### config.mk
export PLATFORM = sky130hd
export DESIGN_NAME = joystick_axis_conditioner
export DESIGN_NICKNAME = d
export VERILOG_FILES = /design/src/jac_pkg.sv /design/src/jac_ctrl.sv /design/src/jac_dpath.sv /design/src/joystick_axis_conditioner.sv
export SDC_FILE = /design/constraint.sdc
export NUM_CORES = 2
export LEC_CHECK = 0
export ABC_AREA = 0
export BUFFER_PORTS_ARGS = -buffer_cell sky130_fd_sc_hd__buf_2
export CAP_MARGIN = 15
export CORE_ASPECT_RATIO = 1.4
export CORE_MARGIN = 4
export CORE_UTILIZATION = 45
export DETAILED_ROUTE_END_ITERATION = 10
export PLACE_DENSITY_LB_ADDON = 0.3
export SLEW_MARGIN = 30
export SYNTH_ARGS = -nofsm -noshare
export SYNTH_HDL_FRONTEND = slang
export SYNTH_SLANG_ARGS = --single-unit
### constraint.sdc
create_clock -name clock -period 20.9 [get_ports clock]
set_clock_uncertainty 0.15 [all_clocks]
set_input_delay 4.18 -clock clock [delete_from_list [all_inputs] [get_ports clock]]
set_output_delay 4.18 -clock clock [all_outputs]
set_load 0.05 [all_outputs]
### src/jac_pkg.sv
// Shared types, register codes and reset constants for the joystick axis conditioner.
package jac_pkg;

   localparam int CHANNELS_DEF = 2;
   localparam int MAX_CHANNELS = 4;
   localparam int CH_IDX_W     = 2;
   localparam int DIV_STEPS    = 32;
   localparam int ADDR_W       = 6;
   localparam int DATA_W       = 64;

   localparam logic [2:0] REG_MID      = 3'd0;
   localparam logic [2:0] REG_DEADZONE = 3'd1;
   localparam logic [2:0] REG_LIMIT    = 3'd2;
   localparam logic [2:0] REG_MULT     = 3'd3;
   localparam logic [2:0] REG_DIVISOR  = 3'd4;
   localparam logic [2:0] REG_MODE     = 3'd5;
   localparam logic [2:0] REG_ACTIVE   = 3'd6;

   localparam logic [63:0] MULT_RESET    = 64'h0001_0001_0001_0001;
   localparam logic [63:0] DIVISOR_RESET = 64'h0001_0001_0001_0001;

   typedef struct packed {
      logic [63:0] mid;
      logic [63:0] deadzone;
      logic [63:0] limit;
      logic [63:0] mult;
      logic [63:0] divisor;
      logic [7:0]  mode;
      logic        active;
   } cfg_type;

   typedef struct packed {
      logic                load;
      logic                cond;
      logic                mul;
      logic                div_step;
      logic                update;
      logic                emit;
      logic [CH_IDX_W-1:0] ch;
   } cmd_type;

   typedef struct packed {
      logic [MAX_CHANNELS-1:0] changed;
   } stat_type;

endpackage

### src/jac_ctrl.sv
// Sequencer that walks each item through conditioning, multiply, division, update and, when active, reporting.
module jac_ctrl #(
   parameter int CHANNELS = jac_pkg::CHANNELS_DEF
) (
   input  logic              clock,
   input  logic              reset,
   input  logic              req_valid,
   output logic              req_stall,
   output logic              rsp_valid,
   input  logic              rsp_stall,
   input  logic              active,
   input  jac_pkg::stat_type stat,
   output jac_pkg::cmd_type  cmd
);

   typedef enum logic [2:0] {
      ST_IDLE,
      ST_COND,
      ST_MUL,
      ST_DIV,
      ST_UPD,
      ST_RPT
   } state_type;

   localparam logic [jac_pkg::CH_IDX_W-1:0] LAST_CH = jac_pkg::CH_IDX_W'(CHANNELS - 1);
   localparam logic [4:0] LAST_STEP = 5'(jac_pkg::DIV_STEPS - 1);

   state_type                      state_ff, state_in;
   logic [jac_pkg::CH_IDX_W-1:0]   ch_ff, ch_in;
   logic [4:0]                     cnt_ff, cnt_in;
   logic                           rsp_valid_ff, rsp_valid_in;
   logic                           out_free;
   logic                           emit;

   assign out_free = !rsp_valid_ff || !rsp_stall;
   assign emit = (state_ff == ST_RPT) && stat.changed[ch_ff] && out_free;

   always_comb begin
      state_in     = state_ff;
      ch_in        = ch_ff;
      cnt_in       = cnt_ff;
      rsp_valid_in = rsp_valid_ff && rsp_stall;
      case (state_ff)
         ST_IDLE: begin
            if (req_valid) begin
               ch_in    = '0;
               state_in = ST_COND;
            end
         end
         ST_COND: begin
            state_in = ST_MUL;
         end
         ST_MUL: begin
            cnt_in   = '0;
            state_in = ST_DIV;
         end
         ST_DIV: begin
            cnt_in = cnt_ff + 5'd1;
            if (cnt_ff == LAST_STEP) begin
               state_in = ST_UPD;
            end
         end
         ST_UPD: begin
            if (ch_ff == LAST_CH) begin
               ch_in    = '0;
               state_in = active ? ST_RPT : ST_IDLE;
            end else begin
               ch_in    = ch_ff + 1'b1;
               state_in = ST_COND;
            end
         end
         ST_RPT: begin
            if (emit) begin
               rsp_valid_in = 1'b1;
            end
            if (!stat.changed[ch_ff] || out_free) begin
               if (ch_ff == LAST_CH) begin
                  state_in = ST_IDLE;
               end else begin
                  ch_in = ch_ff + 1'b1;
               end
            end
         end
         default: begin
            state_in = ST_IDLE;
         end
      endcase
   end

   always_ff @(posedge clock) begin
      if (reset) begin
         state_ff     <= ST_IDLE;
         ch_ff        <= '0;
         cnt_ff       <= '0;
         rsp_valid_ff <= 1'b0;
      end else begin
         state_ff     <= state_in;
         ch_ff        <= ch_in;
         cnt_ff       <= cnt_in;
         rsp_valid_ff <= rsp_valid_in;
      end
   end

   always_comb begin
      cmd.load     = (state_ff == ST_IDLE) && req_valid;
      cmd.cond     = (state_ff == ST_COND);
      cmd.mul      = (state_ff == ST_MUL);
      cmd.div_step = (state_ff == ST_DIV);
      cmd.update   = (state_ff == ST_UPD);
      cmd.emit     = emit;
      cmd.ch       = ch_ff;
   end

   assign req_stall = (state_ff != ST_IDLE);
   assign rsp_valid = rsp_valid_ff;

endmodule

### src/jac_dpath.sv
// Channel conditioning datapath with multiplier, serial divider, totals and report registers.
module jac_dpath #(
   parameter int CHANNELS = jac_pkg::CHANNELS_DEF
) (
   input  logic               clock,
   input  logic               reset,
   input  jac_pkg::cmd_type   cmd,
   input  jac_pkg::cfg_type   cfg,
   input  logic [15:0]        sample_mv_0,
   input  logic [15:0]        sample_mv_1,
   input  logic [15:0]        sample_mv_2,
   input  logic [15:0]        sample_mv_3,
   output jac_pkg::stat_type  stat,
   output logic [1:0]         rsp_channel,
   output logic signed [31:0] rsp_value,
   output logic               rsp_last
);

   localparam int CH_W = (CHANNELS > 1) ? $clog2(CHANNELS) : 1;

   logic [15:0]        samp_ff [CHANNELS];
   logic signed [31:0] pend_ff [CHANNELS];
   logic signed [31:0] rep_ff [CHANNELS];
   logic               sign_ff;
   logic [15:0]        mag_ff;
   logic [31:0]        dvd_ff;
   logic [15:0]        rem_ff;
   logic [1:0]         rsp_channel_ff;
   logic signed [31:0] rsp_value_ff;
   logic               rsp_last_ff;

   logic [CH_W-1:0]    ci;
   logic [15:0]        s_mv, mid, dz, lim, mult, dvs_raw;
   logic [15:0]        dvs;
   logic signed [17:0] d, v1, v2, v3, v4, dzs, lims;
   logic               invert, onchange;
   logic [31:0]        prod;
   logic [16:0]        rem_sh;
   logic               qbit;
   logic signed [17:0] cv;
   logic signed [32:0] sum;
   logic signed [31:0] acc;
   logic [CHANNELS-1:0] changed;
   logic               higher;

   function automatic logic [15:0] all_samp_sel(input int idx);
      logic [15:0] r;
      case (idx)
         0:       r = sample_mv_0;
         1:       r = sample_mv_1;
         2:       r = sample_mv_2;
         default: r = sample_mv_3;
      endcase
      return r;
   endfunction

   assign ci = cmd.ch[CH_W-1:0];

   always_comb begin
      mid      = cfg.mid[16*cmd.ch +: 16];
      dz       = cfg.deadzone[16*cmd.ch +: 16];
      lim      = cfg.limit[16*cmd.ch +: 16];
      mult     = cfg.mult[16*cmd.ch +: 16];
      dvs_raw  = cfg.divisor[16*cmd.ch +: 16];
      dvs      = (dvs_raw == 16'd0) ? 16'd1 : dvs_raw;
      invert   = cfg.mode[cmd.ch];
      onchange = cfg.mode[3'(cmd.ch) + 3'd4];
      s_mv     = samp_ff[ci];
   end

   always_comb begin
      dzs  = $signed({2'b00, dz});
      lims = $signed({2'b00, lim});
      d    = $signed({2'b00, s_mv}) - $signed({2'b00, mid});
      if (d > 18'sd32767) begin
         v1 = 18'sd32767;
      end else if (d < -18'sd32768) begin
         v1 = -18'sd32768;
      end else begin
         v1 = d;
      end
      v2 = v1;
      if (dz != 16'd0) begin
         if (v1 > 18'sd0) begin
            v2 = (v1 < dzs) ? 18'sd0 : v1 - dzs;
         end else if (v1 < 18'sd0) begin
            v2 = (v1 > -dzs) ? 18'sd0 : v1 + dzs;
         end
      end
      v3 = v2;
      if (lim != 16'd0) begin
         if (v2 > lims) begin
            v3 = lims;
         end else if (v2 < -lims) begin
            v3 = -lims;
         end
      end
      v4 = invert ? -v3 : v3;
   end

   assign prod   = {16'd0, mag_ff} * {16'd0, mult};
   assign rem_sh = {rem_ff, dvd_ff[31]};
   assign qbit   = (rem_sh >= {1'b0, dvs});

   always_comb begin
      if (!sign_ff) begin
         cv = (dvd_ff > 32'd32767) ? 18'sd32767 : $signed({2'b00, dvd_ff[15:0]});
      end else begin
         cv = (dvd_ff > 32'd32768) ? -18'sd32768 : -$signed({1'b0, dvd_ff[16:0]});
      end
      sum = {pend_ff[ci][31], pend_ff[ci]} + {{15{cv[17]}}, cv};
      if (sum[32] != sum[31]) begin
         acc = sum[32] ? 32'sh8000_0000 : 32'sh7FFF_FFFF;
      end else begin
         acc = sum[31:0];
      end
   end

   always_comb begin
      higher = 1'b0;
      for (int i = 0; i < CHANNELS; i++) begin
         changed[i] = (pend_ff[i] != rep_ff[i]);
         if (i > int'(cmd.ch) && changed[i]) begin
            higher = 1'b1;
         end
      end
      stat.changed = '0;
      stat.changed[CHANNELS-1:0] = changed;
   end

   always_ff @(posedge clock) begin
      if (cmd.load) begin
         for (int i = 0; i < CHANNELS; i++) begin
            samp_ff[i] <= all_samp_sel(i);
         end
      end
      if (cmd.cond) begin
         sign_ff <= v4[17];
         mag_ff  <= v4[17] ? 16'(-v4) : v4[15:0];
      end
      if (cmd.mul) begin
         dvd_ff <= prod;
         rem_ff <= '0;
      end else if (cmd.div_step) begin
         dvd_ff <= {dvd_ff[30:0], qbit};
         rem_ff <= qbit ? 16'(rem_sh - {1'b0, dvs}) : rem_sh[15:0];
      end
      if (cmd.emit) begin
         rsp_channel_ff <= cmd.ch;
         rsp_value_ff   <= pend_ff[ci];
         rsp_last_ff    <= !higher;
      end
   end

   always_ff @(posedge clock) begin
      if (reset) begin
         for (int i = 0; i < CHANNELS; i++) begin
            pend_ff[i] <= '0;
            rep_ff[i]  <= '0;
         end
      end else if (cmd.update) begin
         pend_ff[ci] <= onchange ? {{14{cv[17]}}, cv} : acc;
      end else if (cmd.emit) begin
         pend_ff[ci] <= '0;
         if (onchange) begin
            rep_ff[ci] <= pend_ff[ci];
         end
      end
   end

   assign rsp_channel = rsp_channel_ff;
   assign rsp_value   = rsp_value_ff;
   assign rsp_last    = rsp_last_ff;

endmodule

### src/joystick_axis_conditioner.sv
// Top level: register file, sequencer and datapath of the joystick axis conditioner.
// An item is taken only while the block is idle; each channel then goes through conditioning,
// multiply, a 32-step serial divide and a total update in turn, and when active a report
// scan over the channels follows. The serial divider is shared by all channels; a stalled
// result holds the report scan until the result is taken.
// Synchronous reset clears the registers to their defaults and all totals to zero at once.
module joystick_axis_conditioner #(
   parameter int CHANNELS = jac_pkg::CHANNELS_DEF
) (
   input  logic                        clock,
   input  logic                        reset,
   input  logic                        req_valid,
   output logic                        req_stall,
   input  logic [15:0]                 req_sample_mv_0,
   input  logic [15:0]                 req_sample_mv_1,
   input  logic [15:0]                 req_sample_mv_2,
   input  logic [15:0]                 req_sample_mv_3,
   output logic                        rsp_valid,
   input  logic                        rsp_stall,
   output logic [1:0]                  rsp_channel,
   output logic signed [31:0]          rsp_value,
   output logic                        rsp_last,
   input  logic                        psel,
   input  logic                        penable,
   input  logic                        pwrite,
   input  logic [jac_pkg::ADDR_W-1:0]  paddr,
   input  logic [jac_pkg::DATA_W-1:0]  pwdata,
   output logic [jac_pkg::DATA_W-1:0]  prdata,
   output logic                        pready
);

   jac_pkg::cfg_type  cfg_ff, cfg_in;
   jac_pkg::cmd_type  cmd;
   jac_pkg::stat_type stat;
   logic              wr;
   logic [2:0]        idx;

   assign pready = 1'b1;
   assign wr     = psel && penable && pwrite;
   assign idx    = paddr[5:3];

   always_comb begin
      cfg_in = cfg_ff;
      if (wr) begin
         case (idx)
            jac_pkg::REG_MID:      cfg_in.mid      = pwdata;
            jac_pkg::REG_DEADZONE: cfg_in.deadzone = pwdata;
            jac_pkg::REG_LIMIT:    cfg_in.limit    = pwdata;
            jac_pkg::REG_MULT:     cfg_in.mult     = pwdata;
            jac_pkg::REG_DIVISOR:  cfg_in.divisor  = pwdata;
            jac_pkg::REG_MODE:     cfg_in.mode     = pwdata[7:0];
            jac_pkg::REG_ACTIVE:   cfg_in.active   = pwdata[0];
            default:               cfg_in = cfg_ff;
         endcase
      end
   end

   always_ff @(posedge clock) begin
      if (reset) begin
         cfg_ff.mid      <= '0;
         cfg_ff.deadzone <= '0;
         cfg_ff.limit    <= '0;
         cfg_ff.mult     <= jac_pkg::MULT_RESET;
         cfg_ff.divisor  <= jac_pkg::DIVISOR_RESET;
         cfg_ff.mode     <= '0;
         cfg_ff.active   <= 1'b0;
      end else begin
         cfg_ff <= cfg_in;
      end
   end

   always_comb begin
      case (idx)
         jac_pkg::REG_MID:      prdata = cfg_ff.mid;
         jac_pkg::REG_DEADZONE: prdata = cfg_ff.deadzone;
         jac_pkg::REG_LIMIT:    prdata = cfg_ff.limit;
         jac_pkg::REG_MULT:     prdata = cfg_ff.mult;
         jac_pkg::REG_DIVISOR:  prdata = cfg_ff.divisor;
         jac_pkg::REG_MODE:     prdata = {56'd0, cfg_ff.mode};
         jac_pkg::REG_ACTIVE:   prdata = {63'd0, cfg_ff.active};
         default:               prdata = '0;
      endcase
   end

   jac_ctrl #(
      .CHANNELS(CHANNELS)
   ) u_ctrl (
      .clock     (clock),
      .reset     (reset),
      .req_valid (req_valid),
      .req_stall (req_stall),
      .rsp_valid (rsp_valid),
      .rsp_stall (rsp_stall),
      .active    (cfg_ff.active),
      .stat      (stat),
      .cmd       (cmd)
   );

   jac_dpath #(
      .CHANNELS(CHANNELS)
   ) u_dpath (
      .clock       (clock),
      .reset       (reset),
      .cmd         (cmd),
      .cfg         (cfg_ff),
      .sample_mv_0 (req_sample_mv_0),
      .sample_mv_1 (req_sample_mv_1),
      .sample_mv_2 (req_sample_mv_2),
      .sample_mv_3 (req_sample_mv_3),
      .stat        (stat),
      .rsp_channel (rsp_channel),
      .rsp_value   (rsp_value),
      .rsp_last    (rsp_last)
   );

   a_busy_after_accept: assert property (@(posedge clock) disable iff (reset)
      (req_valid && !req_stall) |=> req_stall)
      else $error("block took an item without going busy");

   a_channel_range: assert property (@(posedge clock) disable iff (reset)
      rsp_valid |-> (32'(rsp_channel) < CHANNELS))
      else $error("report names a channel beyond the channel count");

   a_reset_state: assert property (@(posedge clock)
      reset |=> (!rsp_valid && !req_stall))
      else $error("reset did not leave the block idle and empty");

   a_emit_only_free: assert property (@(posedge clock) disable iff (reset)
      cmd.emit |-> (!rsp_valid || !rsp_stall))
      else $error("report loaded over a result still waiting");

endmodule
==> summary.txt <==
Status
  – Status: finished, final reports clean

Floorplanning
  – Die Y: 378 um
  – Starting Density: 45.4%
  – Row count: 135
  – Core Area: 97,000 um^2
  – Die footprint: 103,000 um^2
  – Die X: 272 um
  – I/O pin count: 243

Placed design
  – Port-buffer cells: 206
  – Post-DP HPWL: 108 mm
  – Place WS: 6.82 ns
  – Final GP Congestion: 1.00

Setup path
  – Critical path arrival: 14.45 ns
  – Max stage delay on crit path: 0.67 ns
  – CP required: 21.17 ns
  – CP Capture Type: register
  – Worst-path maximum fanout: 29
  – Slowest CP cell: mux4_2
  – Startpoint types: register
  – R2R depth: 45
  – Critical setup path kind: register to register

Global routing
  – Gr ovfl total: 0
  – Vias in the first global route: 36,722
  – Global-route wire length before repair: 220 mm
  – Initial antenna violation count: 32
  – GRT Total Usage: 27.5%
  – Largest net degree at the start of global routing: 204

Timing
  – Fin. Hold Viols: 0
  – Fmax: 70.5 MHz
  – Clock period minus worst slack: 14.19 ns
  – Slew HR: 22.8%
  – Period Utilization, post-route: 67.9%
  – Final setup fails: 0
  – Tightest Pin Transition: 1.16 ns
  – Setup TNS: 0 ns
  – Slew Limit Fails: 0
  – Setup ws final: 6.71 ns
  – Unrepaired setup endpoints after global routing: no

Route
  – WL per Instance: 22.6 um
  – Via count: 37,679
  – ANT nets after route: 0
  – DRT Pass-1 Iters: 6
  – Vias per cell: 5.86
  – # DRC: 0
  – Initial detailed-routing violation count: 2,876
  – Final wirelength: 145 mm

Clock tree
  – Max clock buf depth: 3
  – CTS tree: done
  – CTS Buf Count: 61
  – Postcts setup bufs: 0
  – H-tree Lvls: 2
  – CTS Sinks: 601
  – Hold-fix buffers, CTS: 0
  – Root buffer cell: clkbuf_16
  – Clock slew at reported path FFs: 0.06 ns
  – CTS resizes: 0
  – Worst skew pair latency: 0.67 ns

Synthesis
  – Leading area contributor after synthesis: edfxtp_1
  – Yosys reg bits: 601
  – Share of the synthesized area in the top cell type: 16.6%
  – Mean post-synth cell area: 8.81 um^2
  – Top cells by area, synth: edfxtp_1 (17%), dfxtp_1 (16%), fa_1 (9.0%), nand2_1 (9.0%), ha_1 (7.4%)
  – Post-synthesis cell area: 44,100 um^2
  – Synth warn: 0
  – EDFF count, synth: 244
  – Register area share after synthesis: 32.8%
  – Gate count of the mapped netlist: 5,004
  – Synth cell types: 108
  – Top FF cell, synth: dfxtp_1
  – Net count after synthesis: 5,604
  – Asr flop ratio synth: 0%

Layout
  – Area Overhead vs Synth: 9.71%
  – Commonest non-fill, non-tap cell in the layout: nand2_1
  – Fin nets: 5,651
  – Most frequent cells in the layout: nand2_1 (1,048), a21oi_1 (439), inv_1 (392)
  – # fillers: 9,222
  – Multi-input logic area: 27,100 um^2
  – Share of cells above drive strength 1: 10.6%
  – Register Area: 14,500 um^2

Power
  – Total Power: 4.36 mW
  – Pwr dens: 90.1 nW/um^2
  – Worst VDD drop: 0.0000781 V
  – P_leak: 19.2 nW

Min path
  – Worst Hold Class: register to register
  – Hold Path Depth: 1

Run
  – Max_cap viols: 0
-- through the flow --
stage          instance area, um^2  std cells  hold slack (ns)  util, %
4_1_cts                      48200       6399            0.306     49.7
3_5_place_dp                 46100       6288            0.292     47.6
2_1_floorplan                44100       5004            0.277        -
3_3_place_gp                 46100       6288            0.287     47.6
5_1_grt                      48300       6413            0.337     49.8
6_report                     48300       6426            0.307     49.9
-- synth_stat cells (104+ instances only) --
master / instances
nand2_1: 1051
a21oi_1: 439
inv_1: 392
dfxtp_1: 357
nor2_1: 290
ha_1: 260
edfxtp_1: 244
clkbuf_1: 219
fa_1: 199
o21ai_0: 186
xnor2_1: 128
mux2i_1: 114
and2_1: 104
-- area by class of cell --
| type | instances | area share, % |
|---|---|---|
| antenna | 26 | 0.135 |
| clock buffer | 86 | 3.61 |
| clock inverter | 25 | 0.743 |
| inverter | 396 | 3.08 |
| multi-input combinational | 3739 | 56.2 |
| sequential | 601 | 30.0 |
| tap | 1301 | 3.37 |
| timing repair buffer | 252 | 2.94 |
-- worst paths after layout --
check,from,to,slack (ns)
setup reg to reg,u_ctrl.ch_ff[0]$_SDFFE_PP0P_,u_dpath.mag_ff[15]$_DFFE_PP_,6.71
hold / removal,u_dpath.rem_ff[15]$_SDFFE_PN0P_,u_dpath.rem_ff[15]$_SDFFE_PN0P_,0.31
setup / recovery,u_ctrl.ch_ff[0]$_SDFFE_PP0P_,u_dpath.mag_ff[15]$_DFFE_PP_,6.71
hold reg to reg,u_dpath.rem_ff[15]$_SDFFE_PN0P_,u_dpath.rem_ff[15]$_SDFFE_PN0P_,0.31
-- critical path: cells and delay by family (launching register included) --
family          cells  cell delay (ns)
compound gates     21             5.64
simple gates       10             2.47
fa+ha+maj           5             1.70
buf+inv             5             1.58
mux                 3             1.34
flops               1             0.64
xor+xnor            1             0.31
-- per-layer routing --
| layer | GRT usage, % | routed length [um] | vias to the layer above |
|---|---|---|---|
| met2 | 47.9 | 71900 | 1417 |
| li1 | - | - | 17430 |
| met5 | 0 | 92 | - |
| met1 | 32.2 | 53700 | 18437 |
| met4 | 15.8 | 9480 | 14 |
| met3 | 4.46 | 10200 | 381 |
-- flip-flops by register name, indices dropped and copies added, names as in the netlist, named ones only --
| register | flops |
|---|---|
| u_dpath.rep_ff | 64 |
| u_dpath.pend_ff | 64 |
| u_ctrl.state_ff | 3 |
| u_ctrl.cnt_ff | 5 |
| cfg_ff | 329 |
| u_dpath.rem_ff | 16 |
| u_dpath.sign_ff | 1 |
| u_ctrl.ch_ff | 2 |
| u_dpath.rsp_last | 1 |
| u_dpath.dvd_ff | 32 |
| u_dpath.rsp_channel | 2 |
| u_ctrl.rsp_valid | 1 |
| u_dpath.samp_ff | 32 |
| u_dpath.mag_ff | 16 |
| u_dpath.rsp_value | 32 |
-- report_power, final --
group	switching (mW)	total (mW)	internal [mW]
sequential	0.125	1.45	1.32
combinational	1.12	1.75	0.634
clock	0.488	1.16	0.669
-- cell families (layout without fill, tap and decap cells) --
group           count (synthesis)  after routing  share of synthesized area [%]
mux                           216            216                           7.32
flops                         601            601                           32.8
simple gates                 1810           1810                           18.1
compound gates               1045           1045                           15.3
other cells                     1             27                        0.00851
buf+inv                       664            759                           5.82
xor+xnor                      200            200                           3.99
fa+ha+maj                     467            467                           16.6
No activity file was read; power rests on OpenSTA's default activity.
